--- src/rtl/cwc_pkg.sv ---
`timescale 1ns / 1ps
// ----------------------------------------------------------------------------
// cwc_pkg
// shared types and constants of the windowed 2d convolution with clamp
// ----------------------------------------------------------------------------
package cwc_pkg;

    localparam int PIXEL_FRAC = 15;
    localparam int COEF_FRAC  = 16;

    localparam int PIXW   = 16;
    localparam int COEFW  = 24;
    localparam int CIDXW  = 7;
    localparam int CXW    = 11;
    localparam int CYW    = 12;
    localparam int WREGW  = 11;
    localparam int HREGW  = 13;
    localparam int BREGW  = 4;
    localparam int KREGW  = 4;
    localparam int COLW   = 12;
    localparam int ROWW   = 14;

    localparam int CFG_IDXW  = 8;
    localparam int CFG_DATAW = 16;

    localparam logic [CFG_IDXW-1:0] CFG_IMAGE_WIDTH  = 8'd0;
    localparam logic [CFG_IDXW-1:0] CFG_IMAGE_HEIGHT = 8'd1;
    localparam logic [CFG_IDXW-1:0] CFG_BORDER       = 8'd2;
    localparam logic [CFG_IDXW-1:0] CFG_KERNEL_SIZE  = 8'd3;

    localparam logic ACT_COEF  = 1'b0;
    localparam logic ACT_PIXEL = 1'b1;

    typedef struct packed {
        logic                     action;
        logic [CIDXW-1:0]         coef_index;
        logic signed [COEFW-1:0]  coef_value;
        logic [PIXW-1:0]          pixel_value;
    } t_in;

    typedef struct packed {
        logic [CXW-1:0]  center_x;
        logic [CYW-1:0]  center_y;
        logic [PIXW-1:0] value;
        logic            last_of_frame;
    } t_out;

    typedef struct packed {
        logic [WREGW-1:0] image_width;
        logic [HREGW-1:0] image_height;
        logic [BREGW-1:0] border;
        logic [KREGW-1:0] ksize;
    } t_cfg;

    typedef struct packed {
        logic [CXW-1:0] center_x;
        logic [CYW-1:0] center_y;
        logic           last_of_frame;
    } t_meta;

    typedef struct packed {
        logic                     is_pix;
        logic [CIDXW-1:0]         coef_index;
        logic signed [COEFW-1:0]  coef_value;
        logic [PIXW-1:0]          pixel;
        logic                     emit;
        t_meta                    meta;
    } t_mid;

endpackage

--- src/rtl/cwc_front.sv ---
`timescale 1ns / 1ps
// ----------------------------------------------------------------------------
// cwc_front
// accepts items, keeps raster counters and classifies each pixel
// ----------------------------------------------------------------------------
module cwc_front #(
    parameter int MAX_LINE = 2048,
    parameter int LCW      = 11
) (
    input  logic            i_clk,
    input  logic            i_rst_n,
    input  cwc_pkg::t_cfg   i_cfg,
    input  logic            i_push,
    input  cwc_pkg::t_in    i_item,
    input  logic            i_q_full,
    input  logic            i_hold,
    output logic            o_full,
    output logic            o_wr,
    output cwc_pkg::t_mid   o_mid,
    output logic [LCW-1:0]  o_lc
);
    logic [cwc_pkg::COLW-1:0] r_col, n_col;
    logic [cwc_pkg::ROWW-1:0] r_row, n_row;
    logic [LCW-1:0]           r_lc, n_lc;
    logic [11:0]              line_len;
    logic [13:0]              frame_rows;
    logic                     col_wrap, row_wrap, in_x, in_y, accept, is_pix;
    logic [cwc_pkg::KREGW-1:0] lead;
    logic signed [12:0]       pcx;
    logic signed [14:0]       pcy;

    assign o_full = i_q_full | i_hold;
    assign accept = i_push & ~o_full;
    assign o_wr   = accept;
    assign is_pix = (i_item.action == cwc_pkg::ACT_PIXEL);

    assign line_len   = {1'b0, i_cfg.image_width} + {7'b0, i_cfg.border, 1'b0};
    assign frame_rows = {1'b0, i_cfg.image_height} + {9'b0, i_cfg.border, 1'b0};
    assign col_wrap   = (r_col + cwc_pkg::COLW'(1)) >= line_len;
    assign row_wrap   = (r_row + cwc_pkg::ROWW'(1)) >= frame_rows;

    assign lead = i_cfg.ksize - cwc_pkg::KREGW'(1) - (i_cfg.ksize >> 1);
    assign pcx  = 13'(r_col) - 13'(lead) - 13'(i_cfg.border);
    assign pcy  = 15'(r_row) - 15'(lead) - 15'(i_cfg.border);
    assign in_x = ~pcx[12] && (pcx[11:0] < {1'b0, i_cfg.image_width});
    assign in_y = ~pcy[14] && (pcy[13:0] < {1'b0, i_cfg.image_height});

    always_comb begin
        o_mid.is_pix             = is_pix;
        o_mid.coef_index         = i_item.coef_index;
        o_mid.coef_value         = i_item.coef_value;
        o_mid.pixel              = i_item.pixel_value;
        o_mid.emit               = is_pix & in_x & in_y;
        o_mid.meta.center_x      = pcx[cwc_pkg::CXW-1:0];
        o_mid.meta.center_y      = pcy[cwc_pkg::CYW-1:0];
        o_mid.meta.last_of_frame =
            (pcx[11:0] == {1'b0, i_cfg.image_width} - 12'd1) &&
            (pcy[13:0] == {1'b0, i_cfg.image_height} - 14'd1);
        o_lc = r_lc;
    end

    always_comb begin
        n_col = r_col;
        n_row = r_row;
        n_lc  = r_lc;
        if (accept && is_pix) begin
            if (col_wrap) begin
                n_col = '0;
                n_lc  = '0;
                n_row = row_wrap ? '0 : r_row + cwc_pkg::ROWW'(1);
            end else begin
                n_col = r_col + cwc_pkg::COLW'(1);
                n_lc  = (r_lc == LCW'(MAX_LINE - 1)) ? '0 : r_lc + LCW'(1);
            end
        end
    end

    always_ff @(posedge i_clk) begin
        if (!i_rst_n) begin
            r_col <= '0;
            r_row <= '0;
            r_lc  <= '0;
        end else begin
            r_col <= n_col;
            r_row <= n_row;
            r_lc  <= n_lc;
        end
    end
endmodule

--- config.mk ---
export PLATFORM = sky130hd
export DESIGN_NAME = cwc_front
export DESIGN_NICKNAME = d
export VERILOG_FILES = /design/src/rtl/cwc_pkg.sv /design/src/rtl/cwc_front.sv
export SDC_FILE = /design/constraint.sdc
export NUM_CORES = 1
export LEC_CHECK = 0
export BUFFER_PORTS_ARGS = -buffer_cell sky130_fd_sc_hd__buf_2
export CORE_MARGIN = 2
export CORE_UTILIZATION = 35
export CTS_CLUSTER_SIZE = 12
export DETAILED_ROUTE_END_ITERATION = 16
export GPL_ROUTABILITY_DRIVEN = 0
export SYNTH_ARGS = -nofsm -noshare
export SYNTH_HDL_FRONTEND = slang
export SYNTH_SLANG_ARGS = --single-unit
export TNS_END_PERCENT = 50
--- constraint.sdc ---
create_clock -name i_clk -period 15.2 [get_ports i_clk]
set_clock_uncertainty 0.2 [all_clocks]
set_input_delay 3.04 -clock i_clk [delete_from_list [all_inputs] [get_ports i_clk]]
set_output_delay 3.04 -clock i_clk [all_outputs]
set_load 0.01 [all_outputs]
# Word level (Yosys, flattened, before mapping)
# Cells that the tools add are included.
# word_totals
reg_bits,37
latchBits,0
ram_bits,0
rom_bits,0
input_bits,85
out_inout_bits,86
elab_cells,39
n_memories,0
# classes
n_addsub,13
mul,0
n_div,0
order_cmp,4
n_eq_ne,3
n_shift,0
muxes,4
bitwise,7
n_reduce_logical,5
# op_table
op,count
$mux W11,2
$sub A14 B4 Y15,1
$sub A15 B4 Y15,1
$add A13 B5 Y14,1
$add A14 B1 Y14 const B,1
$eq A14 B14 Y1,1
$ge A14 B14 Y1,1
$lt A14 B13 Y1,1
$mux W14,1
$sub A13 B1 Y14 const B,1
$sub A12 B4 Y13,1
$sub A13 B4 Y13,1
$add A11 B5 Y12,1
$add A12 B1 Y12 const B,1
$eq A12 B12 Y1,1
$ge A12 B12 Y1,1
$lt A12 B11 Y1,1
$mux W12,1
$sub A11 B1 Y12 const B,1
$add A11 B1 Y11 const B,1
$eq A11 B11 Y1 const B,1
$logic_and A1 B1 Y1,4
$sub A4 B1 Y4 const B,1
$sub A4 B3 Y4,1
other kinds (4),8

# Logic depth before layout (Yosys ltp)
# Gate-level depths: netlist of run 1.
# logic_depth
ltp_word,8
mapped_depth,19
depth_no_buf,19

# Least setup slack after synthesis of run 1
# No wires, ideal clock.
# synth_timing
path_type,input -> output
start,in i_cfg[1] in the netlist's numbering
end,out o_mid[0] in the netlist's numbering
arrival_time_ns,7.211
required_ns,11.960
setup_slack_ns,4.749
cell_stages,17
n_path_buf,1
path_cell_list,inv_1 -> ha_1 -> inv_1 -> fa_1 -> xnor2_1 -> fa_1 -> inv_1 -> ha_1 -> buf_2 -> nand3_1 -> o221ai_2 -> or4_1 -> xnor2_1 -> xor2_1 -> or4b_1 -> or4_1 -> nor4_2
# synth_rtl
element,line,rtl
"start, declared",cwc_front.sv:12,"input cwc_pkg::t_cfg i_cfg,"
"end, declared",cwc_front.sv:19,"output cwc_pkg::t_mid o_mid,"

==> flow_metrics.env, run 1 <==
export IMPL_grt_ovfl_total=0
export IMPL_synth_edff_count=0
export IMPL_first_global_vias=4775
export IMPL_r2r_setup_slack_ns=10.27
export IMPL_grt_usage_pct=16.8
export IMPL_cts_resized_gates=0
export IMPL_placeableCoreArea_um2=15900
export IMPL_max_slew_margin_pct=35.6
export IMPL_hold_path_cell_count=2
export IMPL_drc_errors=0
export IMPL_synth_top_area_cell="ha_1"
export IMPL_finalHoldViolations=0
export IMPL_slowest_delay_ns=0.47
export IMPL_synthMostInstantiatedCell="ha_1"
export IMPL_peakVddDrop_mv=0.0520
export IMPL_timing_hold_ws_ns=0.304
export IMPL_reg2regPathDepth=15
export IMPL_grt_first_pass_wirelength_um=23800
export IMPL_synthAdderAreaFrac_pct=21.3
export IMPL_synth_area_mux_share_pct=0.552
export IMPL_grt_max_degree=21
export IMPL_critPathKind="input port to primary output"
export IMPL_drv_cap=0
export IMPL_syn_inst=733
export IMPL_start_util_pct=35.7
export IMPL_drt_first_pass_iters=4
export IMPL_nNetsFinal=925
export IMPL_netlist_cell_type_count=65
export IMPL_synth_common_cells="ha_1, xnor2_1, inv_1"
export IMPL_synth_flop_cell="dfxtp_1"
export IMPL_cellPowerDensity_nw_per_um2=69.1
export IMPL_drt_total_wl_um=14400
export IMPL_antenna_found_initial=0
export IMPL_clock_tree_root_cell="clkbuf_16"
export IMPL_yosysWarningCount=0
export IMPL_fill_cells=1691
export IMPL_drt_iter0_drc=157
export IMPL_min_period_ns=10.84
export IMPL_syn_num_nets=908
export IMPL_crit_buf_inv=5
export IMPL_final_area_um2=6060
export IMPL_crit_arrival_ns=7.60
export IMPL_numCtsBuffers=5
export IMPL_h_tree_depth=2
export IMPL_synthTopCellsByArea="ha_1, dfxtp_1, xnor2_1"
export IMPL_drive_above_1_share_pct=12.9
export IMPL_port_buffers=76
export IMPL_preCtsSetupSlack_ns=4.36
export IMPL_synth_top_family_by_area="simple AND/OR/NAND/NOR gates"
export IMPL_synth_xor_area_share_pct=16.8
export IMPL_synth_top_area_share_pct=17.4
export IMPL_synth_seq_cells=37
export IMPL_clock_sinks=37
export IMPL_path_max_fanout=6
export IMPL_crit_required_ns=11.96
export IMPL_status="complete, no violations"
export IMPL_finalCritPeriodShare_pct=71.3
export IMPL_synth_compound_area_share_pct=13.8
export IMPL_async_flop_share_pct=0
export IMPL_max_freq_mhz=92.2
export IMPL_cp_slowest_cell="fa_1"
export IMPL_die_h_um=131
export IMPL_die_area_um2=17200
export IMPL_postLayoutCoreUtil_pct=38.1
export IMPL_setup_viol_count_final=0
export IMPL_grt_setup_unrepaired="no"
export IMPL_fin_setup_tns_ns=0
export IMPL_drv_slew=0
export IMPL_cp_top_family="adder cells"
export IMPL_viasPerCell=5.14
export IMPL_rows=46
export IMPL_clkTransAtPathRegs_ns=0.06
export IMPL_syn_avg_cell_area_um2=7.73
export IMPL_worstSetupPathDepth=20
export IMPL_post_cts_buffers=0
export IMPL_ios=171
export IMPL_hold_buffers=0
export IMPL_leakagePower_nw=2.79
export IMPL_cts_tree="done"
export IMPL_cts_max_path_buffers=2
export IMPL_ys_seq_area_share_pct=13.1
export IMPL_ant_nets=0
export IMPL_hp_class="flip-flop to flip-flop"
export IMPL_dpl_cell_area_um2=5890
export IMPL_wl_per_cell_um=14.8
export IMPL_setup_slack_ns=4.36
export IMPL_worstSkewPairLatency_ns=0.29
export IMPL_die_w_um=131
export IMPL_vias=4972
export IMPL_areaGrowthSynthToFinish_pct=6.89
export IMPL_worstMarginPinSlew_ns=0.958
export IMPL_start_kind="input port"
export IMPL_hpwlAfterDp_um=12100
export IMPL_synth_area_um2=5670
export IMPL_setup_worst_path_end_class="primary output"
export IMPL_cp_cell_sequence="buf_2 -> inv_1 -> ha_1 -> inv_1 -> fa_1 -> xnor2_1 -> fa_1 -> inv_1 -> ha_1 -> nor2b_1 -> o311a_1 -> nor3_1 -> xor2_1 -> ha_1 -> a21o_1 -> a21o_1 -> a211oi_1 -> a21oi_1 -> nor3_1 -> buf_2"
export IMPL_synth_simple_area_share_pct=22.2
[state kept, by name, indices dropped and copies added, names as in the netlist]
name   flops
r_row     14
r_col     12
o_lc      11
[report_power, final]
group          switching, mW  internal [mW]  total, mW
sequential          0.000859         0.0974     0.0982
combinational          0.115         0.0836      0.198
clock                 0.0441         0.0777      0.122
[layer usage]
metal / wire length (um) / part of all wire, % / track usage [%]
met1: 6600 / 46 / 21.5
met2: 6860 / 48 / 29.5
met3: 805 / 5.6 / 3.13
met4: 105 / 0.73 / 3.32
met5: 0 / 0 / 0
[worst min-delay path: stages, from the launching register on]
cell and delay [ns]:
dfxtp_1 0.34, nand2_1 0.07, a21oi_1 0.05
[layout make-up]
| cell class | count | area (um^2) | share of cell area, % |
|---|---|---|---|
| Tap cell | 216 | 270 | 4.46 |
| Clock inverter | 3 | 46.3 | 0.764 |
| Inverter | 68 | 255 | 4.21 |
| Clock buffer | 5 | 125 | 2.06 |
| Sequential cell | 37 | 741 | 12.2 |
| Antenna cell | 1 | 2.50 | 0.0413 |
| Multi-Input combinational cell | 561 | 4230 | 69.8 |
| Timing Repair Buffer | 77 | 388 | 6.40 |
[placed cells by master (no fill, tap or decap), types with 6 or more instances in the layout]
cell	instances
and3_1	11
a21oi_1	36
o21ai_0	17
nand4_1	11
nor2_1	48
or4_1	6
nand2b_1	9
a31oi_1	11
xnor2_1	72
ha_1	79
nor4_1	12
nand2_1	52
a21o_1	15
nor3_1	19
o21a_1	8
nor2b_1	8
xor2_1	34
nand3_1	39
dfxtp_1	37
buf_2	76
fa_1	11
a22o_1	7
inv_1	67
[logic make-up after synthesis]
| kind of cell | after synthesis |
|---|---|
| AO/OA/AOI/OAI | 120 |
| XOR/XNOR | 107 |
| adder cells (fa/ha/maj) | 90 |
| buffers and inverters | 135 |
| flip-flops | 37 |
| multiplexers | 3 |
| AND/OR/NAND/NOR | 241 |
[through the flow]
stage          power, mW  cells
2_1_floorplan      0.251    733
3_3_place_gp       0.299    959
3_5_place_dp       0.299    959
4_1_cts            0.424    967
5_1_grt            0.453    967
6_report           0.418    968
[worst paths after layout]
path	startpoint	to
setup / recovery	i_cfg[1]	o_mid[24]
setup reg to reg	r_row[1]$_SDFFE_PN0P_	r_row[0]$_SDFFE_PN0P_
hold reg to reg	o_lc[1]$_SDFFE_PN0P_	o_lc[1]$_SDFFE_PN0P_
hold / removal	o_lc[1]$_SDFFE_PN0P_	o_lc[1]$_SDFFE_PN0P_
(Power assumes the default switching activity.)
==> run 2: changes to the inputs <==
Clock period 15.2 ns to 10.7 ns, I/O delays scaled along.
==> flow_metrics.env, run 2 (synthesis gave the netlist of run 1 again) <==
export IMPL_max_slew_margin_pct=34.7
export IMPL_leakagePower_nw=2.79
export IMPL_ant_nets=0
export IMPL_layout_commonest_cell="ha_1"
export IMPL_cellPowerDensity_nw_per_um2=99.0
export IMPL_status="complete, no violations"
export IMPL_peakVddDrop_mv=0.0558
export IMPL_drv_slew=0
export IMPL_areaGrowthSynthToFinish_pct=6.93
export IMPL_ios=171
export IMPL_min_period_ns=9.01
export IMPL_clkTransAtPathRegs_ns=0.06
export IMPL_grt_usage_pct=17.0
export IMPL_grt_setup_unrepaired="no"
export IMPL_fin_setup_tns_ns=0
export IMPL_start_util_pct=35.7
export IMPL_hpwlAfterDp_um=12100
export IMPL_crit_buf_inv=5
export IMPL_vias=4953
export IMPL_wl_per_cell_um=14.9
export IMPL_nNetsFinal=925
export IMPL_cts_tree="done"
export IMPL_num_antenna_cells=0
export IMPL_rows=46
export IMPL_die_area_um2=17200
export IMPL_setup_viol_count_final=0
export IMPL_clock_sinks=37
export IMPL_drive_above_1_share_pct=12.9
export IMPL_hold_buffers=0
export IMPL_worstSkewPairLatency_ns=0.29
export IMPL_largest_register="r_row"
export IMPL_h_tree_depth=2
export IMPL_setup_worst_path_end_class="primary output"
export IMPL_grt_first_pass_wirelength_um=24100
export IMPL_start_kind="input port"
export IMPL_drc_errors=0
export IMPL_path_max_fanout=6
export IMPL_cp_slowest_cell="fa_1"
export IMPL_placeableCoreArea_um2=15900
export IMPL_post_cts_buffers=0
export IMPL_first_global_vias=4820
export IMPL_fill_cells=1700
export IMPL_worstMarginPinSlew_ns=0.970
export IMPL_die_w_um=131
export IMPL_crit_required_ns=8.36
export IMPL_final_cell_mix="ha_1, buf_2, xnor2_1, inv_1, nand2_1"
export IMPL_largest_reg_flops=14
export IMPL_crit_arrival_ns=6.67
export IMPL_die_h_um=131
export IMPL_antenna_found_initial=0
export IMPL_clock_tree_root_cell="clkbuf_16"
export IMPL_numCtsBuffers=5
export IMPL_viasPerCell=5.12
export IMPL_grt_ovfl_total=0
export IMPL_critPathKind="input port to primary output"
export IMPL_port_buffers=76
export IMPL_hp_class="flip-flop to flip-flop"
export IMPL_timing_hold_ws_ns=0.301
export IMPL_slowest_delay_ns=0.47
export IMPL_finalHoldViolations=0
export IMPL_cts_resized_gates=0
export IMPL_grt_max_degree=21
export IMPL_drt_iter0_drc=227
export IMPL_finalCritPeriodShare_pct=84.2
export IMPL_drt_first_pass_iters=4
export IMPL_max_freq_mhz=111
export IMPL_cp_top_family="adder cells"
export IMPL_cp_cell_sequence="buf_2 -> inv_1 -> ha_1 -> inv_1 -> fa_1 -> xnor2_1 -> fa_1 -> inv_1 -> ha_1 -> nor2b_1 -> o311a_1 -> nor3_1 -> xor2_1 -> ha_1 -> a21o_1 -> a21o_1 -> a211oi_1 -> a21oi_1 -> nor3_1 -> buf_2"
export IMPL_cts_max_path_buffers=2
export IMPL_drv_cap=0
export IMPL_drt_total_wl_um=14400
## run 2: changes by cell type in the layout (fill, tap and decap cells not counted), sizes merged
cell    previous run  this run
clkbuf             5         6
diode              1         0
clkinv             2         1
## run 2: layout make-up
type	count	area, um^2	area share [%]
Multi-Input combinational cell	561	4230	69.8
Sequential cell	37	741	12.2
Timing Repair Buffer	77	388	6.40
Tap cell	216	270	4.46
Inverter	68	255	4.21
Clock buffer	6	139	2.29
Clock inverter	2	37.5	0.619
## run 2: final timing paths
kind	startpoint	endpoint	slack [ns]	cells after the start
setup / recovery	i_cfg[1]	o_mid[24]	1.69	20
hold / removal	o_lc[1]$_SDFFE_PN0P_	o_lc[1]$_SDFFE_PN0P_	0.30	2
setup reg to reg	r_row[1]$_SDFFE_PN0P_	r_row[0]$_SDFFE_PN0P_	5.79	15
hold reg to reg	o_lc[1]$_SDFFE_PN0P_	o_lc[1]$_SDFFE_PN0P_	0.30	2
## run 2: power breakdown
part / leakage [nW] / switching, mW / internal, mW
logic: 2.41 / 0.164 / 0.119
registers: 0.298 / 0.00126 / 0.138
clock network: 0.0831 / 0.0611 / 0.116
## run 2: worst min-delay path, cell delays in order, from the launching register on
cell     delay, ns
dfxtp_1       0.34
nand2_1       0.07
a21oi_1       0.05
## run 2: per-stage QoR
step	cells	area [um^2]	util (%)	worst slack [ns]	power, mW
2_1_floorplan	733	5670	-	2.05	0.357
3_3_place_gp	959	5890	37.1	1.75	0.425
3_5_place_dp	959	5890	37.1	1.67	0.426
4_1_cts	967	6060	38.2	1.66	0.607
5_1_grt	967	6060	38.2	1.34	0.649
6_report	967	6060	38.2	1.69	0.600
## run 2: routing by layer
layer / wire length [um] / global-route usage (%) / vias to the layer above
li1: - / - / 2527
met4: 230 / 4.23 / 0
met5: 0 / 0 / -
met2: 6790 / 29.1 / 111
met3: 807 / 3.28 / 18
met1: 6590 / 21.9 / 2297
==> run 3: changes to the inputs <==
Clock period 10.7 ns to 8.92 ns, I/O delays scaled along.
==> flow_metrics.env, run 3 (synthesis gave the netlist of run 1 again) <==
export IMPL_status="complete, no violations"
export IMPL_ant_nets=0
export IMPL_peakVddDrop_mv=0.0642
export IMPL_max_slew_margin_pct=35.0
export IMPL_die_area_um2=17200
export IMPL_drt_iter0_drc=163
export IMPL_leakagePower_nw=2.80
export IMPL_areaGrowthSynthToFinish_pct=7.17
export IMPL_drv_cap=0
export IMPL_placeableCoreArea_um2=15900
export IMPL_final_cell_mix="ha_1, buf_2, xnor2_1, inv_1, nand2_1"
export IMPL_antenna_found_initial=0
export IMPL_numCtsBuffers=5
export IMPL_critPathKind="input port to primary output"
export IMPL_path_max_fanout=7
export IMPL_crit_arrival_ns=6.30
export IMPL_fin_setup_tns_ns=0
export IMPL_drc_errors=0
export IMPL_clock_tree_root_cell="clkbuf_16"
export IMPL_cellPowerDensity_nw_per_um2=122
export IMPL_hpwlAfterDp_um=12000
export IMPL_finalHoldViolations=0
export IMPL_grt_max_degree=21
export IMPL_h_tree_depth=2
export IMPL_grt_ovfl_total=0
export IMPL_hp_class="flip-flop to flip-flop"
export IMPL_num_antenna_cells=0
export IMPL_crit_buf_inv=5
export IMPL_first_global_vias=4844
export IMPL_cp_cell_sequence="buf_2 -> inv_1 -> ha_1 -> inv_1 -> fa_1 -> xnor2_1 -> fa_1 -> inv_1 -> ha_1 -> nand3_1 -> o221ai_2 -> or4_1 -> xnor2_1 -> xor2_1 -> or4b_1 -> or4_1 -> nor4_2 -> buf_2"
export IMPL_worstMarginPinSlew_ns=0.966
export IMPL_cp_common_cell="inv_1"
export IMPL_cts_max_path_buffers=2
export IMPL_drv_slew=0
export IMPL_fill_cells=1693
export IMPL_cts_tree="done"
export IMPL_drt_total_wl_um=14300
export IMPL_worstSkewPairLatency_ns=0.29
export IMPL_drt_first_pass_iters=5
export IMPL_max_freq_mhz=121
export IMPL_dp_cells=959
export IMPL_largest_register="r_row"
export IMPL_post_cts_buffers=0
export IMPL_cp_top_family="simple AND/OR/NAND/NOR gates"
export IMPL_hold_buffers=0
export IMPL_clkTransAtPathRegs_ns=0.06
export IMPL_cts_resized_gates=0
export IMPL_grt_usage_pct=16.7
export IMPL_crit_required_ns=6.94
export IMPL_slowest_delay_ns=0.61
export IMPL_min_period_ns=8.28
export IMPL_layout_commonest_cell="ha_1"
export IMPL_vias=4853
export IMPL_die_h_um=131
export IMPL_grt_setup_unrepaired="no"
export IMPL_finalCritPeriodShare_pct=92.8
export IMPL_stdcell_count=967
export IMPL_nNetsFinal=925
export IMPL_multi_input_area_um2=4230
export IMPL_start_util_pct=35.7
export IMPL_ios=171
export IMPL_largest_reg_flops=14
export IMPL_clock_sinks=37
export IMPL_grt_first_pass_wirelength_um=23900
export IMPL_setup_worst_path_end_class="primary output"
export IMPL_cp_slowest_cell="or4_1"
export IMPL_setup_viol_count_final=0
export IMPL_wl_per_cell_um=14.8
export IMPL_start_kind="input port"
export IMPL_die_w_um=131
export IMPL_rows=46
export IMPL_seqCellArea_um2=741
export IMPL_drive_above_1_share_pct=12.9
export IMPL_port_buffers=76
export IMPL_viasPerCell=5.02
[run 3: cell count changes in the layout (fill, tap and decap cells not counted)]
cell / before / now
clkinvlp_4: 1 / 0
clkbuf_8: 1 / 0
bufinv_16: 1 / 2
clkinv_2: 0 / 1
[run 3: area by class of cell]
class,instances,area share (%)
flip-flops and latches,37,12.2
well taps,216,4.45
multi-input cells,561,69.6
repair buffers,77,6.38
inverters,68,4.20
clock buffers,5,2.06
clock inverters,3,1.07
[run 3: per-stage QoR]
stage	power, mW	hold slack [ns]	util (%)	setup slack, ns	instance area [um^2]
floorplan	0.428	0.290	-	0.981	5670
global placement	0.510	0.278	37.1	0.682	5890
detailed placement	0.509	0.302	37.1	0.617	5890
CTS	0.746	0.312	38.2	0.601	6080
global route	0.796	0.361	38.2	0.313	6080
finish	0.739	0.307	38.2	0.638	6080
[run 3: worst min-delay path: cells and delay by family, from the launching register on]
kind	cells	cell delay, ns
AOI/OAI and AO/OA	1	0.05
and+or+nand+nor	1	0.07
DFF	1	0.34
[run 3: path summary, 6_finish.rpt]
path / depth (start not counted) / slack (ns) / start / to
max: 18 / 0.64 / i_cfg[1] / o_mid[0]
min: 2 / 0.31 / o_lc[1]$_SDFFE_PN0P_ / o_lc[1]$_SDFFE_PN0P_
max reg2reg: 15 / 3.98 / r_row[1]$_SDFFE_PN0P_ / r_row[0]$_SDFFE_PN0P_
min reg2reg: 2 / 0.31 / o_lc[1]$_SDFFE_PN0P_ / o_lc[1]$_SDFFE_PN0P_
[run 3: layer usage]
| metal | up-vias | track usage [%] | part of all wire (%) |
|---|---|---|---|
| li1 | 2535 | - | - |
| met1 | 2206 | 21.4 | 47 |
| met2 | 93 | 28.9 | 47 |
| met3 | 19 | 3.36 | 5.2 |
| met4 | 0 | 3.80 | 1.5 |
| met5 | - | 0 | 0 |
[run 3: report_power, final]
part	switching (mW)	internal (mW)	leakage [nW]
clock network	0.0735	0.160	0.0938
logic	0.196	0.143	2.41
registers	0.00144	0.166	0.298
