`src/rtl/cwc_fifo.sv`:
```
`timescale 1ns / 1ps
// ----------------------------------------------------------------------------
// cwc_fifo
// small register fifo, one write and one read per cycle; a write while full or a read while empty is ignored
// ----------------------------------------------------------------------------
module cwc_fifo #(
    parameter int WIDTH = 8,
    parameter int DEPTH = 4
) (
    input  logic             i_clk,
    input  logic             i_rst_n,
    input  logic             i_wr,
    input  logic [WIDTH-1:0] i_data,
    input  logic             i_rd,
    output logic [WIDTH-1:0] o_data,
    output logic             o_empty,
    output logic             o_full
);
    localparam int AW = (DEPTH > 1) ? $clog2(DEPTH) : 1;
    localparam int CW = $clog2(DEPTH + 1);

    logic [WIDTH-1:0] r_mem [DEPTH];
    logic [AW-1:0]    r_wp, r_rp;
    logic [CW-1:0]    r_cnt;
    logic             do_wr, do_rd;

    assign o_empty = (r_cnt == '0);
    assign o_full  = (r_cnt == CW'(DEPTH));
    assign do_wr   = i_wr & ~o_full;
    assign do_rd   = i_rd & ~o_empty;
    assign o_data  = r_mem[r_rp];

    always_ff @(posedge i_clk) begin
        if (do_wr) begin
            r_mem[r_wp] <= i_data;
        end
    end

    always_ff @(posedge i_clk) begin
        if (!i_rst_n) begin
            r_wp  <= '0;
            r_rp  <= '0;
            r_cnt <= '0;
        end else begin
            if (do_wr) begin
                r_wp <= (r_wp == AW'(DEPTH - 1)) ? '0 : r_wp + AW'(1);
            end
            if (do_rd) begin
                r_rp <= (r_rp == AW'(DEPTH - 1)) ? '0 : r_rp + AW'(1);
            end
            r_cnt <= r_cnt + CW'(do_wr) - CW'(do_rd);
        end
    end
endmodule

```
`config.mk`:
```
export PLATFORM = sky130hd
export DESIGN_NAME = cwc_fifo
export DESIGN_NICKNAME = d
export VERILOG_FILES = /design/src/rtl/cwc_fifo.sv
export SDC_FILE = /design/constraint.sdc
export NUM_CORES = 1
export LEC_CHECK = 0
export BUFFER_PORTS_ARGS = -buffer_cell sky130_fd_sc_hd__buf_2
export CAP_MARGIN = 5
export CORE_MARGIN = 2
export CORE_UTILIZATION = 48
export DETAILED_ROUTE_END_ITERATION = 7
export PLACE_DENSITY = 0.73
export SYNTH_ARGS = -nofsm -noshare
export SYNTH_HDL_FRONTEND = slang
export SYNTH_SLANG_ARGS = --single-unit
```
`constraint.sdc`:
```
create_clock -name i_clk -period 2.1 [get_ports i_clk]
set_input_delay 0 -clock i_clk [delete_from_list [all_inputs] [get_ports i_clk]]
set_output_delay 0 -clock i_clk [all_outputs]
set_load 0.05 [all_outputs]
```
Word level (Yosys, flattened, before mapping):

Memory sizes are Yosys's and may differ from the RTL's. A register that Yosys moved wholly into a read port is not among the register bits.
Cells that the tools add are included.

* memories: 1
* input port bits: 12
* bits in registers: 7
* memory bits (writable): 32
* word-level logic and storage cells: 22

* eq/ne operators: 3
* add/sub/neg operators: 4
* bitwise logic cells: 4
* multiplexer cells: 6
* reduce and logical (&&, ||, !) cells: 1

Memories
* r_mem: words 4, bits a word 8, rd ports 1, clocked after memory_dff 1, write ports 1, line 22 `logic [WIDTH-1:0] r_mem [DEPTH];`

Operators by type and width (count)
* two-way mux 2 bit: 4
* adder 2 x 1 -> 2 bit, second input constant: 2
* == test 2 bit, second input constant: 2
* adder 3 x 1 -> 3 bit: 1
* == test 3 bit, second input constant: 1
* logical NOT 3 bit: 1
* subtractor 3 x 1 -> 3 bit: 1
* bitwise AND 1 bit: 2
* two-way mux 1 bit: 2
* inverter 1 bit: 2

Longest topological paths before layout:

Gate-level depths: netlist of the first run.

* depth after elaboration: 5
* gate-level depth with buffers: 11
* depth with buffers taken out: 10

Least setup slack after synthesis of the first run:

No wires, ideal clock.

* path kind: flip-flop to flip-flop
* start point: register r_cnt[2]
* end point: register r_cnt[2]
* required time: 1985 ps
* data arrival time: 2286 ps
* period minus slack after synthesis: 2401 ps
* path slack: -301 ps
* stages on the path, launching flop included: 12
* path through: dfxtp_1 > nor3b_4 > nor2b_2 > buf_6 > inv_1 > ha_1 > inv_1 > ha_1 > fa_1 > xnor2_1 > xnor2_1 > and2_1

* cells in the longest elaborated chain, start to end: 5

Ends and longest elaborated chain
* start: declaration: line 24 `logic [CW-1:0] r_cnt;`
* start signal: assignment: line 51 `r_cnt <= r_cnt + CW'(do_wr) - CW'(do_rd);`
* == test 3 bit: line 28 `assign o_full = (r_cnt == CW'(DEPTH));`
* via o_full: line 17 `output logic o_full`
* inverter 1 bit: line 29 `assign do_wr = i_wr & ~o_full;`
* bitwise AND 1 bit: line 29
* adder 3 x 1 -> 3 bit: line 51
* subtractor 3 x 1 -> 3 bit: line 51

The timed path passes the listed nets, and every way through them passes these cells.
A chain may end at the register's enable or synchronous reset.

Worst setup path in the final report of the first run:

* start point: register r_cnt[2]
* end point: register r_cnt[2]

* cells in the longest elaborated chain, start to end: 5

Ends and longest elaborated chain (line)
* == test 3 bit: 28
* inverter 1 bit: 29
* bitwise AND 1 bit: 29
* adder 3 x 1 -> 3 bit: 51
* subtractor 3 x 1 -> 3 bit *: 51

Mark *: on every way between the ends. The rest lies on a longest branch, timed or not.

==> summary.txt, run 1 <==
SETUP PATH
----------------------------------------------------------------------------------------
Internal reg-to-reg setup slack                                                  0.02 ns
CP Class                                                                      reg -> reg
Critical path required time                                                      2.34 ns
Crit path max fanout                                                                   4
WP data arrival                                                                  2.33 ns
Critical Path End Type                                                              flop
Kind of start point of the critical path                                            flop

CLOCK NETWORK
----------------------------------------------------------------------------------------
Max H-tree Level                                                                       2
Buffer levels on the longest clock path                                                2
Root buffer cell                                                            sky130_fd_sc_hd__clkbuf_4
TritonCTS sink count                                                                  41
TritonCTS clock tree                                                                 yes
Clock slew at reported path FFs                                                  0.12 ns
Clock buffers created by TritonCTS                                                     5
Clock latency on the worst-skew pair                                             0.33 ns

DIE
----------------------------------------------------------------------------------------
Number of standard-cell rows in the floorplan                                         21
Floorplan die height                                                             62.8 µm
Floorplan die area                                                           0.00394 mm²
Number of primary I/O pins                                                            22
Area of the core                                                             0.00334 mm²
Starting density of the core                                                       49.7%
Die width                                                                        62.8 µm

LAYOUT
----------------------------------------------------------------------------------------
Final net count                                                                      152
Final Util                                                                         61.5%
Count of non-filler cells in the finished layout                                     179
Count of filler cells inserted in the layout                                         251
Synth-to-Final Area Change                                                         23.8%
Antenna diode instance count                                                           0
Layout cells sized above 1                                                         42.1%

ROUTING
----------------------------------------------------------------------------------------
WL per Instance                                                                  14.7 µm
Post-route DRC violation count                                                         0
Final wirelength                                                                 2640 µm
Via-per-instance ratio                                                              4.93
DR iter-0 viols                                                                       40
Number of vias in the routed layout                                                  883
Antenna violation net count after detailed routing                                     0
First-pass iteration count of the detailed router                                      4

TIMING
----------------------------------------------------------------------------------------
Worst path setup slack after routing                                           0.0165 ns
Slew @ Worst Pin                                                                0.558 ns
Portion of the clock cycle consumed by the worst path in the final layout          99.2%
Final Max Tran Viols                                                                   0
Final Hold Vio Count                                                                   0
Setup repair after global routing missed its margin                                  yes
Maximum operating frequency                                                      480 MHz
Final-report setup violation count                                                     0
Maximum clock skew at final layout                                             0.0105 ns
Minimum clock period                                                             2.08 ns
Slew HR                                                                            62.8%
Worst hold margin                                                               0.104 ns

SYNTH
----------------------------------------------------------------------------------------
Netlist cell types                                                                    21
Post-Synthesis Cells                                                                  95
Post-synthesis sequential area ratio                                               68.8%
Area share of the largest cell type after synthesis                                57.9%
Cell area after synthesis                                                    0.00166 mm²
Flop and latch count out of synthesis                                                 41
Yosys warns                                                                            0
Most area-consuming cells after synthesis                                   sky130_fd_sc_hd__edfxtp_1, sky130_fd_sc_hd__dfxtp_1, sky130_fd_sc_hd__mux4_2
Top cell type by total area after synthesis                                 sky130_fd_sc_hd__edfxtp_1
Post-Syn Area per Cell                                                          17.5 µm²
Post-synth net total                                                                 115

POWER
----------------------------------------------------------------------------------------
Power density over the cells                                                 1220 mW/mm²
Overall power consumption                                                        2510 µW
Worst supply voltage drop on vdd                                              0.000526 V
Leakage power                                                                0.000756 µW

GLOBAL ROUTING
----------------------------------------------------------------------------------------
Largest net degree at the start of global routing                                     13
Wire length of the first global-routing pass                                     4130 µm
Tot GR Track Use                                                                   14.3%
Total congestion overflow                                                              0
Number of antenna violations at the first check in global routing                      0
Vias in the first global route                                                       906

HOLD PATH
----------------------------------------------------------------------------------------
Worst hold path class                                                          in -> reg

PLACE
----------------------------------------------------------------------------------------
Inst Count DP                                                                        160
Buffers on Ports                                                                      21
Worst setup slack before clock tree synthesis                                  0.0617 ns
Final estimated routing congestion in global placement                             0.713

OUTCOME
----------------------------------------------------------------------------------------
Result of the run                                                           finished, final reports clean

JOB
----------------------------------------------------------------------------------------
Max cap viols                                                                          0

[layout make-up]
class,instances,area (µm²),area share [%]
Sequential cell,41,1150,55.9
Multi-Input combinational cell,43,512,24.9
Timing Repair Buffer,34,225,11.0
Tap cell,46,57.6,2.80
Clock buffer,7,55.1,2.68
Clock inverter,1,30.0,1.46
Inverter,7,26.3,1.28
[registers in the layout (all words and copies together) (netlist names), named ones only]
register / count
r_mem: 32
r_rp: 2
r_wp: 2
r_cnt: 3
[what timing repair did]
item                                   4_1_cts  5_1_grt
gates resized for setup                      0        8
hold buffers                                 9        0
setup endpoints to repair                    0        1
endpoints found under the hold margin       33        0
setup buffers                                0        2
[path summary, 6_finish.rpt]
path / start / cells after the start / end
worst max-delay path: r_cnt[2] / 10 / r_cnt[2]
worst min-delay path: i_rd / 4 / r_rp[0]
worst max register to register: r_cnt[2] / 10 / r_cnt[2]
worst min register to register: r_wp[1] / 2 / r_wp[1]
[cell usage after synthesis (all sizes together)]
cell type,count
and2,7
o31ai,1
mux2i,2
nor3,1
o21ai,2
nor3b,1
clkbuf,2
nand2,6
buf,2
mux4,8
nor2,2
nand3,2
inv,7
xnor2,2
dfxtp,9
ha,7
nor2b,1
edfxtp,32
fa,1
[routing by layer]
metal / vias to the layer above / GRT usage [%] / share of wire, %
li1: 423 / - / -
met1: 433 / 15.7 / 40
met2: 21 / 26.2 / 54
met3: 6 / 3.78 / 3.6
met4: 0 / 5.83 / 2.0
met5: - / 0 / 0
[worst max-delay path, cell delays in order (launching register included)]
cell                      delay (ns)
sky130_fd_sc_hd__dfxtp_4        0.38
sky130_fd_sc_hd__nor3b_4        0.15
sky130_fd_sc_hd__nor2b_2        0.16
sky130_fd_sc_hd__inv_2          0.07
sky130_fd_sc_hd__ha_4           0.26
sky130_fd_sc_hd__inv_2          0.04
sky130_fd_sc_hd__ha_4           0.15
sky130_fd_sc_hd__fa_2           0.36
sky130_fd_sc_hd__xnor2_2        0.15
sky130_fd_sc_hd__xnor2_1        0.12
sky130_fd_sc_hd__and2_1         0.15
[per-stage QoR]
step / instance area, µm² / TNS (ns)
final: 2050 / 0
after global routing: 2050 / -0.0725
after CTS: 2000 / 0
after detailed placement: 1820 / 0
after global placement: 1820 / 0
after floorplan: 1670 / -0.325
[layout by cell type, fill, tap and decap left out, types with 2 or more instances in the layout]
master / n
sky130_fd_sc_hd__buf_4: 4
sky130_fd_sc_hd__clkbuf_4: 5
sky130_fd_sc_hd__dlygate4sd3_1: 9
sky130_fd_sc_hd__mux4_2: 8
sky130_fd_sc_hd__nand3_1: 2
sky130_fd_sc_hd__and2_2: 3
sky130_fd_sc_hd__dfxtp_2: 2
sky130_fd_sc_hd__and2_1: 4
sky130_fd_sc_hd__nor2_1: 2
sky130_fd_sc_hd__o21ai_0: 2
sky130_fd_sc_hd__buf_2: 21
sky130_fd_sc_hd__inv_2: 3
sky130_fd_sc_hd__ha_4: 2
sky130_fd_sc_hd__mux2i_1: 2
sky130_fd_sc_hd__edfxtp_1: 32
sky130_fd_sc_hd__dfxtp_1: 6
sky130_fd_sc_hd__ha_1: 5
sky130_fd_sc_hd__inv_1: 4
sky130_fd_sc_hd__nand2_1: 6
[logic make-up (layout without fill, tap and decap cells)]
family                   after synthesis  after routing  share of synthesized area, %
AO/OA/AOI/OAI                          3              3                          1.36
flip-flops                            41             41                          68.8
adder cells (fa/ha/maj)                8              8                          6.49
buffers and inverters                 11             49                          3.02
XOR/XNOR                               2              2                          1.06
multiplexers                          10             10                          12.1
AND/OR/NAND/NOR                       20             20                          7.24
[power breakdown]
group          switching (µW)  internal, µW  leakage (µW)
registers                 116          1000      0.000368
logic                     529           346      0.000342
clock network             235           284     0.0000455
(Power assumes the default switching activity.)
==> run 2: changes to the inputs <==
Settings changed: CELL_PAD_IN_SITES_DETAIL_PLACEMENT set to 0, CELL_PAD_IN_SITES_GLOBAL_PLACEMENT set to 1, CORE_UTILIZATION 48 to 42, PLACE_DENSITY 0.73 to 0.75.
==> summary.txt, run 2 (synthesis results as in run 1) <==
LAYOUT
----------------------------------------------------------------------------------------
Synth-to-Final Area Change                                                         20.7%
Footprint of the multi-input gates                                               482 µm²   -5.9%
Most frequent cells in the layout                                           sky130_fd_sc_hd__edfxtp_1, sky130_fd_sc_hd__buf_2, sky130_fd_sc_hd__mux4_2, sky130_fd_sc_hd__dlygate4sd3_1
Most flop-heavy register                                                           r_mem
Antenna diode instance count                                                           0   unchanged
Final Util                                                                         53.9%   -7.6 points
Count of filler cells inserted in the layout                                         320   +27%
Reg area                                                                     0.00114 mm²   -0.22%
Regs by FF count                                                            r_mem x32, r_cnt x3
Max FFs per register                                                                  32   unchanged
Final net count                                                                      150   -1.3%
Most common cell after layout, fill and taps aside                          sky130_fd_sc_hd__edfxtp_1
Layout cells sized above 1                                                         38.9%   -3.2 points

TIMING
----------------------------------------------------------------------------------------
Post-route setup TNS                                                                0 ns   unchanged
Final Max Tran Viols                                                                   0   unchanged
Slew HR                                                                            61.2%   -1.6 points
Slew @ Worst Pin                                                                0.581 ns   +0.0232 ns
Final Hold Vio Count                                                                   0   unchanged
Portion of the clock cycle consumed by the worst path in the final layout          95.3%   -3.9 points
Maximum operating frequency                                                      500 MHz   +4.1%
Setup repair after global routing missed its margin                                   no
Worst hold margin                                                              0.0577 ns   -0.0465 ns
Minimum clock period                                                             2.00 ns   -0.0825 ns
Final-report setup violation count                                                     0   unchanged
Maximum clock skew at final layout                                            0.00530 ns   -0.00523 ns

ROUTING
----------------------------------------------------------------------------------------
Via-per-instance ratio                                                              4.71   -4.5%
DR iter-0 viols                                                                       43   +7.5%
WL per Instance                                                                  13.8 µm   -6.1%
Number of vias in the routed layout                                                  843   -4.5%
First-pass iteration count of the detailed router                                      4   unchanged
Antenna violation net count after detailed routing                                     0   unchanged
Final wirelength                                                                 2470 µm   -6.1%
Post-route DRC violation count                                                         0   unchanged

SETUP PATH
----------------------------------------------------------------------------------------
Critical path required time                                                      2.29 ns   -0.05 ns
Critical Path End Type                                                              flop
Crit path max fanout                                                                   4   unchanged
R2r worst-path depth                                                                  10   unchanged
Kind of start point of the critical path                                            flop
Internal reg-to-reg setup slack                                                   0.1 ns   +0.08 ns
Launching point of the worst reg2reg path                                       r_cnt[2]
WP data arrival                                                                  2.19 ns   -0.14 ns
Capture instance of the worst register-to-register path                         r_cnt[2]
CP Class                                                                      reg -> reg

GLOBAL ROUTING
----------------------------------------------------------------------------------------
Largest net degree at the start of global routing                                     13   unchanged
Vias in the first global route                                                       859   -5.2%
Number of antenna violations at the first check in global routing                      0   unchanged
Tot GR Track Use                                                                   13.6%   -0.75 points
Total congestion overflow                                                              0   unchanged
Wire length of the first global-routing pass                                     4090 µm   -1.0%

CLOCK NETWORK
----------------------------------------------------------------------------------------
Root buffer cell                                                            sky130_fd_sc_hd__clkbuf_8
TritonCTS clock tree                                                                 yes
Buffer levels on the longest clock path                                                2   unchanged
TritonCTS sink count                                                                  41   unchanged
Clock latency on the worst-skew pair                                             0.29 ns   -0.04 ns
Clock slew at reported path FFs                                                  0.07 ns   -0.05 ns
Clock buffers created by TritonCTS                                                     5   unchanged
Max H-tree Level                                                                       2   unchanged

JOB
----------------------------------------------------------------------------------------
Max cap viols                                                                          0   unchanged

DIE
----------------------------------------------------------------------------------------
Floorplan die area                                                           0.00447 mm²   +13%
Number of standard-cell rows in the floorplan                                         22   +4.8%
Area of the core                                                             0.00372 mm²   +11%
Number of primary I/O pins                                                            22   unchanged
Die width                                                                        66.9 µm   +6.5%
Starting density of the core                                                       44.6%   -5.1 points
Floorplan die height                                                             66.9 µm   +6.5%

POWER
----------------------------------------------------------------------------------------
Overall power consumption                                                        2400 µW   -4.4%
Power density over the cells                                                 1200 mW/mm²   -2.0%
Portion of total power attributed to combinational logic                           33.6%   -1.2 points
Worst supply voltage drop on vdd                                              0.000456 V   -13%
Internal power component                                                         1540 µW   -5.7%
Proportion of total power due to net switching                                     35.9%   +0.88 points
Register share of total power                                                      46.4%   +1.9 points
Power share of the clock group                                                     20.0%   -0.7 points
Net switching power                                                               863 µW   -2.0%
Leakage power                                                                0.000742 µW   -1.9%

PLACE
----------------------------------------------------------------------------------------
Buffers on Ports                                                                      21   unchanged
HPWL after DPL                                                                   1670 µm
Final estimated routing congestion in global placement                             0.706   -0.87%

HOLD PATH
----------------------------------------------------------------------------------------
Worst Hold Path EP                                                               r_wp[0]
Worst hold path depth                                                                  3   -1
Hold path start                                                                  i_rst_n
Worst hold path class                                                          in -> reg

OUTCOME
----------------------------------------------------------------------------------------
Result of the run                                                           finished, final reports clean

-- run 2: cell types whose count changed in the layout (fill, tap and decap cells not counted), sizes merged --
cell,before,now
buf,25,24
clkbuf,7,6
bufinv,1,0
dlygate4sd3,9,8
clkinv,0,2
-- run 2: worst max-delay path by stage --
stage | depth (start not counted) | slack, ns | end | startpoint
2_1_floorplan | 11 | -0.18 | r_cnt[2] | r_cnt[2]
3_3_place_gp | 9 | 0.13 | r_cnt[2] | r_cnt[1]
3_5_place_dp | 9 | 0.04 | r_cnt[2] | r_cnt[1]
4_1_cts | 9 | 0.02 | r_cnt[2] | r_cnt[1]
5_1_grt | 10 | 0.006 | r_cnt[2] | r_cnt[2]
6_report | 10 | 0.1 | r_cnt[2] | r_cnt[2]
-- run 2: cell type report --
type,instances,area share [%]
Timing Repair Buffer,32,10.4
Multi-Input combinational cell,43,24.0
Clock inverter,2,0.500
Tap cell,48,3.00
Inverter,7,1.31
Clock buffer,6,3.62
Sequential cell,41,57.2
-- run 2: what timing repair did --
| action | 4_1_cts | 5_1_grt |
|---|---|---|
| hold endpoints to repair | 32 | 0 |
| hold buffers | 8 | 0 |
| buffers inserted | 0 | 1 |
| resized for setup | 0 | 2 |
| setup endpoints to repair | 0 | 1 |
-- run 2: routing by layer --
layer / vias up / share of wire [%] / global-route usage [%]
li1: 414 / - / -
met4: 0 / 1.9 / 9.18
met2: 15 / 49 / 21.4
met3: 5 / 4.2 / 4.05
met1: 409 / 45 / 15.9
met5: - / 0 / 0
-- run 2: worst max-delay path: stages, from the launching register on --
cell and delay (ns):
sky130_fd_sc_hd__dfxtp_2 0.36, sky130_fd_sc_hd__nor3b_4 0.16, sky130_fd_sc_hd__nor2b_2 0.14, sky130_fd_sc_hd__inv_2 0.04
sky130_fd_sc_hd__ha_1 0.26, sky130_fd_sc_hd__inv_1 0.04, sky130_fd_sc_hd__ha_2 0.16, sky130_fd_sc_hd__fa_2 0.33
sky130_fd_sc_hd__xnor2_1 0.14, sky130_fd_sc_hd__xnor2_1 0.12, sky130_fd_sc_hd__and2_1 0.15
-- run 2: metrics by stage --
stage	setup WS [ns]	std cells	area, µm²
6_report	0.0990	179	2000
3_5_place_dp	0.0391	162	1820
4_1_cts	0.0187	178	1990
5_1_grt	0.00577	179	2000
2_1_floorplan	-0.183	95	1670
3_3_place_gp	0.126	162	1820
-- run 2: power by group through the flow --
stage	sequential [µW]	clock (µW)	combinational, µW
floorplan	1070	0	685
global placement	1120	0	786
detailed placement	1130	0	791
CTS	1110	495	806
global route	1130	526	871
finish	1110	481	806
==> run 3: changes to the inputs <==
Clock period 2.1 ns to 1.8 ns, I/O delays scaled along.
==> summary.txt, run 3 (synthesis results as in run 1) <==
OUTCOME
----------------------------------------------------------------------------------------
Result of the run                                                           complete, but fails checks
Violations in the final reports                                             negative setup slack

LAYOUT
----------------------------------------------------------------------------------------
Final design instance area without fill                                      0.00209 mm²   +4.1%
Count of non-filler cells in the finished layout                                     183   +2.2%
Final net count                                                                      154   +2.7%
Antenna diode instance count                                                           0   unchanged
Count of filler cells inserted in the layout                                         289   -9.7%
Max FFs per register                                                                  32   unchanged
Regs by FF count                                                            r_mem x32, r_cnt x3
Footprint of the multi-input gates                                               507 µm²   +5.2%
Layout cells sized above 1                                                         43.7%   +4.8 points
Most frequent cells in the layout                                           sky130_fd_sc_hd__edfxtp_1, sky130_fd_sc_hd__buf_2, sky130_fd_sc_hd__mux4_2, sky130_fd_sc_hd__dlygate4sd3_1, sky130_fd_sc_hd__buf_4
Synth-to-Final Area Change                                                         25.7%
Reg area                                                                     0.00115 mm²   +0.22%
Most common cell after layout, fill and taps aside                          sky130_fd_sc_hd__edfxtp_1
Most flop-heavy register                                                           r_mem
Final Util                                                                         56.1%   +2.2 points

DIE
----------------------------------------------------------------------------------------
Floorplan die area                                                           0.00447 mm²   unchanged
Die width                                                                        66.9 µm   unchanged
Number of standard-cell rows in the floorplan                                         22   unchanged
Starting density of the core                                                       44.6%   unchanged
Number of primary I/O pins                                                            22   unchanged
Floorplan die height                                                             66.9 µm   unchanged
Area of the core                                                             0.00372 mm²   unchanged

GLOBAL ROUTING
----------------------------------------------------------------------------------------
Vias in the first global route                                                       908   +5.7%
Tot GR Track Use                                                                   13.5%   -0.035 points
Number of antenna violations at the first check in global routing                      0   unchanged
Wire length of the first global-routing pass                                     4140 µm   +1.2%
Largest net degree at the start of global routing                                     14   +1
Total congestion overflow                                                              0   unchanged

TIMING
----------------------------------------------------------------------------------------
Final Hold Vio Count                                                                   0   unchanged
Setup repair after global routing missed its margin                                  yes
Post-route setup TNS                                                           -0.269 ns   -0.269 ns
Maximum clock skew at final layout                                            0.00649 ns   +0.00119 ns
Worst path setup slack after routing                                           -0.197 ns   -0.296 ns
Maximum operating frequency                                                      501 MHz   +0.20%
Final Max Tran Viols                                                                   0   unchanged
Minimum clock period                                                             2.00 ns   -0.00400 ns
Portion of the clock cycle consumed by the worst path in the final layout           111%   +16 points
Slew @ Worst Pin                                                                0.443 ns   -0.138 ns
Final-report setup violation count                                                     2   +2
Slew HR                                                                            70.5%   +9.3 points

POWER
----------------------------------------------------------------------------------------
Register share of total power                                                      41.1%   -5.3 points
Leakage power                                                                0.000773 µW   +4.2%
Portion of total power attributed to combinational logic                           35.7%   +2.1 points
Overall power consumption                                                        3060 µW   +27%
Power share of the clock group                                                     23.3%   +3.3 points
Internal power component                                                         2010 µW   +31%
Net switching power                                                              1050 µW   +21%
Power density over the cells                                                 1470 mW/mm²   +22%
Worst supply voltage drop on vdd                                              0.000644 V   +41%
Proportion of total power due to net switching                                     34.2%   -1.7 points

PLACE
----------------------------------------------------------------------------------------
Buffers on Ports                                                                      21   unchanged
Final estimated routing congestion in global placement                             0.716   +1.3%
DP Area                                                                      0.00185 mm²   +1.6%
Inst Count DP                                                                        166   +2.5%
HPWL after DPL                                                                   1720 µm   +2.6%

ROUTING
----------------------------------------------------------------------------------------
Via-per-instance ratio                                                              4.73   +0.37%
First-pass iteration count of the detailed router                                      3   -1
Antenna violation net count after detailed routing                                     0   unchanged
Number of vias in the routed layout                                                  865   +2.6%
WL per Instance                                                                  13.7 µm   -0.53%
DR iter-0 viols                                                                       48   +12%
Final wirelength                                                                 2520 µm   +1.7%
Post-route DRC violation count                                                         0   unchanged

SETUP PATH
----------------------------------------------------------------------------------------
Cell Chain, Critical Path                                                   nor3b_4, nor2b_2, inv_2, ha_4, inv_2, ha_4, fa_2, xnor2_1, xnor2_1, and2_1
Critical Path Slowest Stage Cell                                            sky130_fd_sc_hd__dfxtp_4
Critical Path End Type                                                              flop
Crit path max fanout                                                                   3   -1
Critical path required time                                                      1.99 ns   -0.30 ns
Worst stage delay on the critical path                                           0.36 ns   about the same
Kind of start point of the critical path                                            flop
R2r worst-path depth                                                                  10   unchanged
CP Class                                                                      reg -> reg
WP data arrival                                                                  2.19 ns   about the same

HOLD PATH
----------------------------------------------------------------------------------------
Worst hold path depth                                                                  3   unchanged
Worst hold path class                                                          in -> reg

CLOCK NETWORK
----------------------------------------------------------------------------------------
Clock latency on the worst-skew pair                                             0.29 ns   about the same
Root buffer cell                                                            sky130_fd_sc_hd__clkbuf_8
Max H-tree Level                                                                       2   unchanged
Clock buffers created by TritonCTS                                                     5   unchanged
TritonCTS clock tree                                                                 yes
TritonCTS sink count                                                                  41   unchanged
Buffer levels on the longest clock path                                                2   unchanged
Clock slew at reported path FFs                                                  0.07 ns   about the same

JOB
----------------------------------------------------------------------------------------
Max cap viols                                                                          0   unchanged

[run 3: cell count changes in the layout (fill, tap and decap cells not counted), sizes merged]
cell and change:
buf +4, clkinv -1, bufinv +1
[run 3: stage by stage]
| stage | setup slack (ns) | hold slack [ns] |
|---|---|---|
| finish | -0.197 | 0.0612 |
| CTS | -0.175 | 0.0436 |
| detailed placement | -0.212 | 0.222 |
| global placement | -0.161 | 0.210 |
| global route | -0.275 | 0.0680 |
| floorplan | -0.483 | 0.0989 |
[run 3: final timing paths]
path,start,to,slack [ns]
worst min register to register,r_wp[1],r_wp[1],0.50
worst max-delay path,r_cnt[2],r_cnt[2],-0.20
worst min-delay path,i_rst_n,r_wp[1],0.06
worst max register to register,r_cnt[2],r_cnt[2],-0.20
[run 3: layer usage]
metal / track usage (%) / part of all wire, %
met3: 5.57 / 5.0
met5: 0 / 0
met4: 6.12 / 2.1
met1: 15.7 / 44
met2: 21.9 / 49
[run 3: power groups by stage]
stage	Sequential (µW)	Combinational (µW)	Clock (µW)
after global routing	1270	1180	773
after detailed placement	1270	1030	0
after global placement	1260	1010	0
after floorplan	1240	799	0
after CTS	1260	1110	730
final	1260	1090	712
[run 3: area by class of cell]
| cell class | instances | share of cell area, % |
|---|---|---|
| well taps | 48 | 2.88 |
| clock buffers | 6 | 3.48 |
| inverters | 7 | 1.26 |
| clock inverters | 2 | 1.68 |
| repair buffers | 36 | 11.4 |
| flip-flops and latches | 41 | 55.0 |
| multi-input cells | 43 | 24.3 |
[run 3: repair_timing]
item                                   in CTS  in global routing
cloned                                      0                  0
pin swaps                                   1                  0
endpoints found under the hold margin      32                  0
hold buffers                                8                  0
buffers inserted                            1                  0
gates resized for setup                     8                  0
setup endpoints to repair                   2                  2
[run 3: worst max-delay path, delay by kind of cell (launching register included)]
kind	cells	cell delay, ns
and+or+nand+nor	3	0.44
adders and majority gates	3	0.72
xor gates and xnor gates	2	0.26
DFF	1	0.36
buffers and inverters	2	0.11
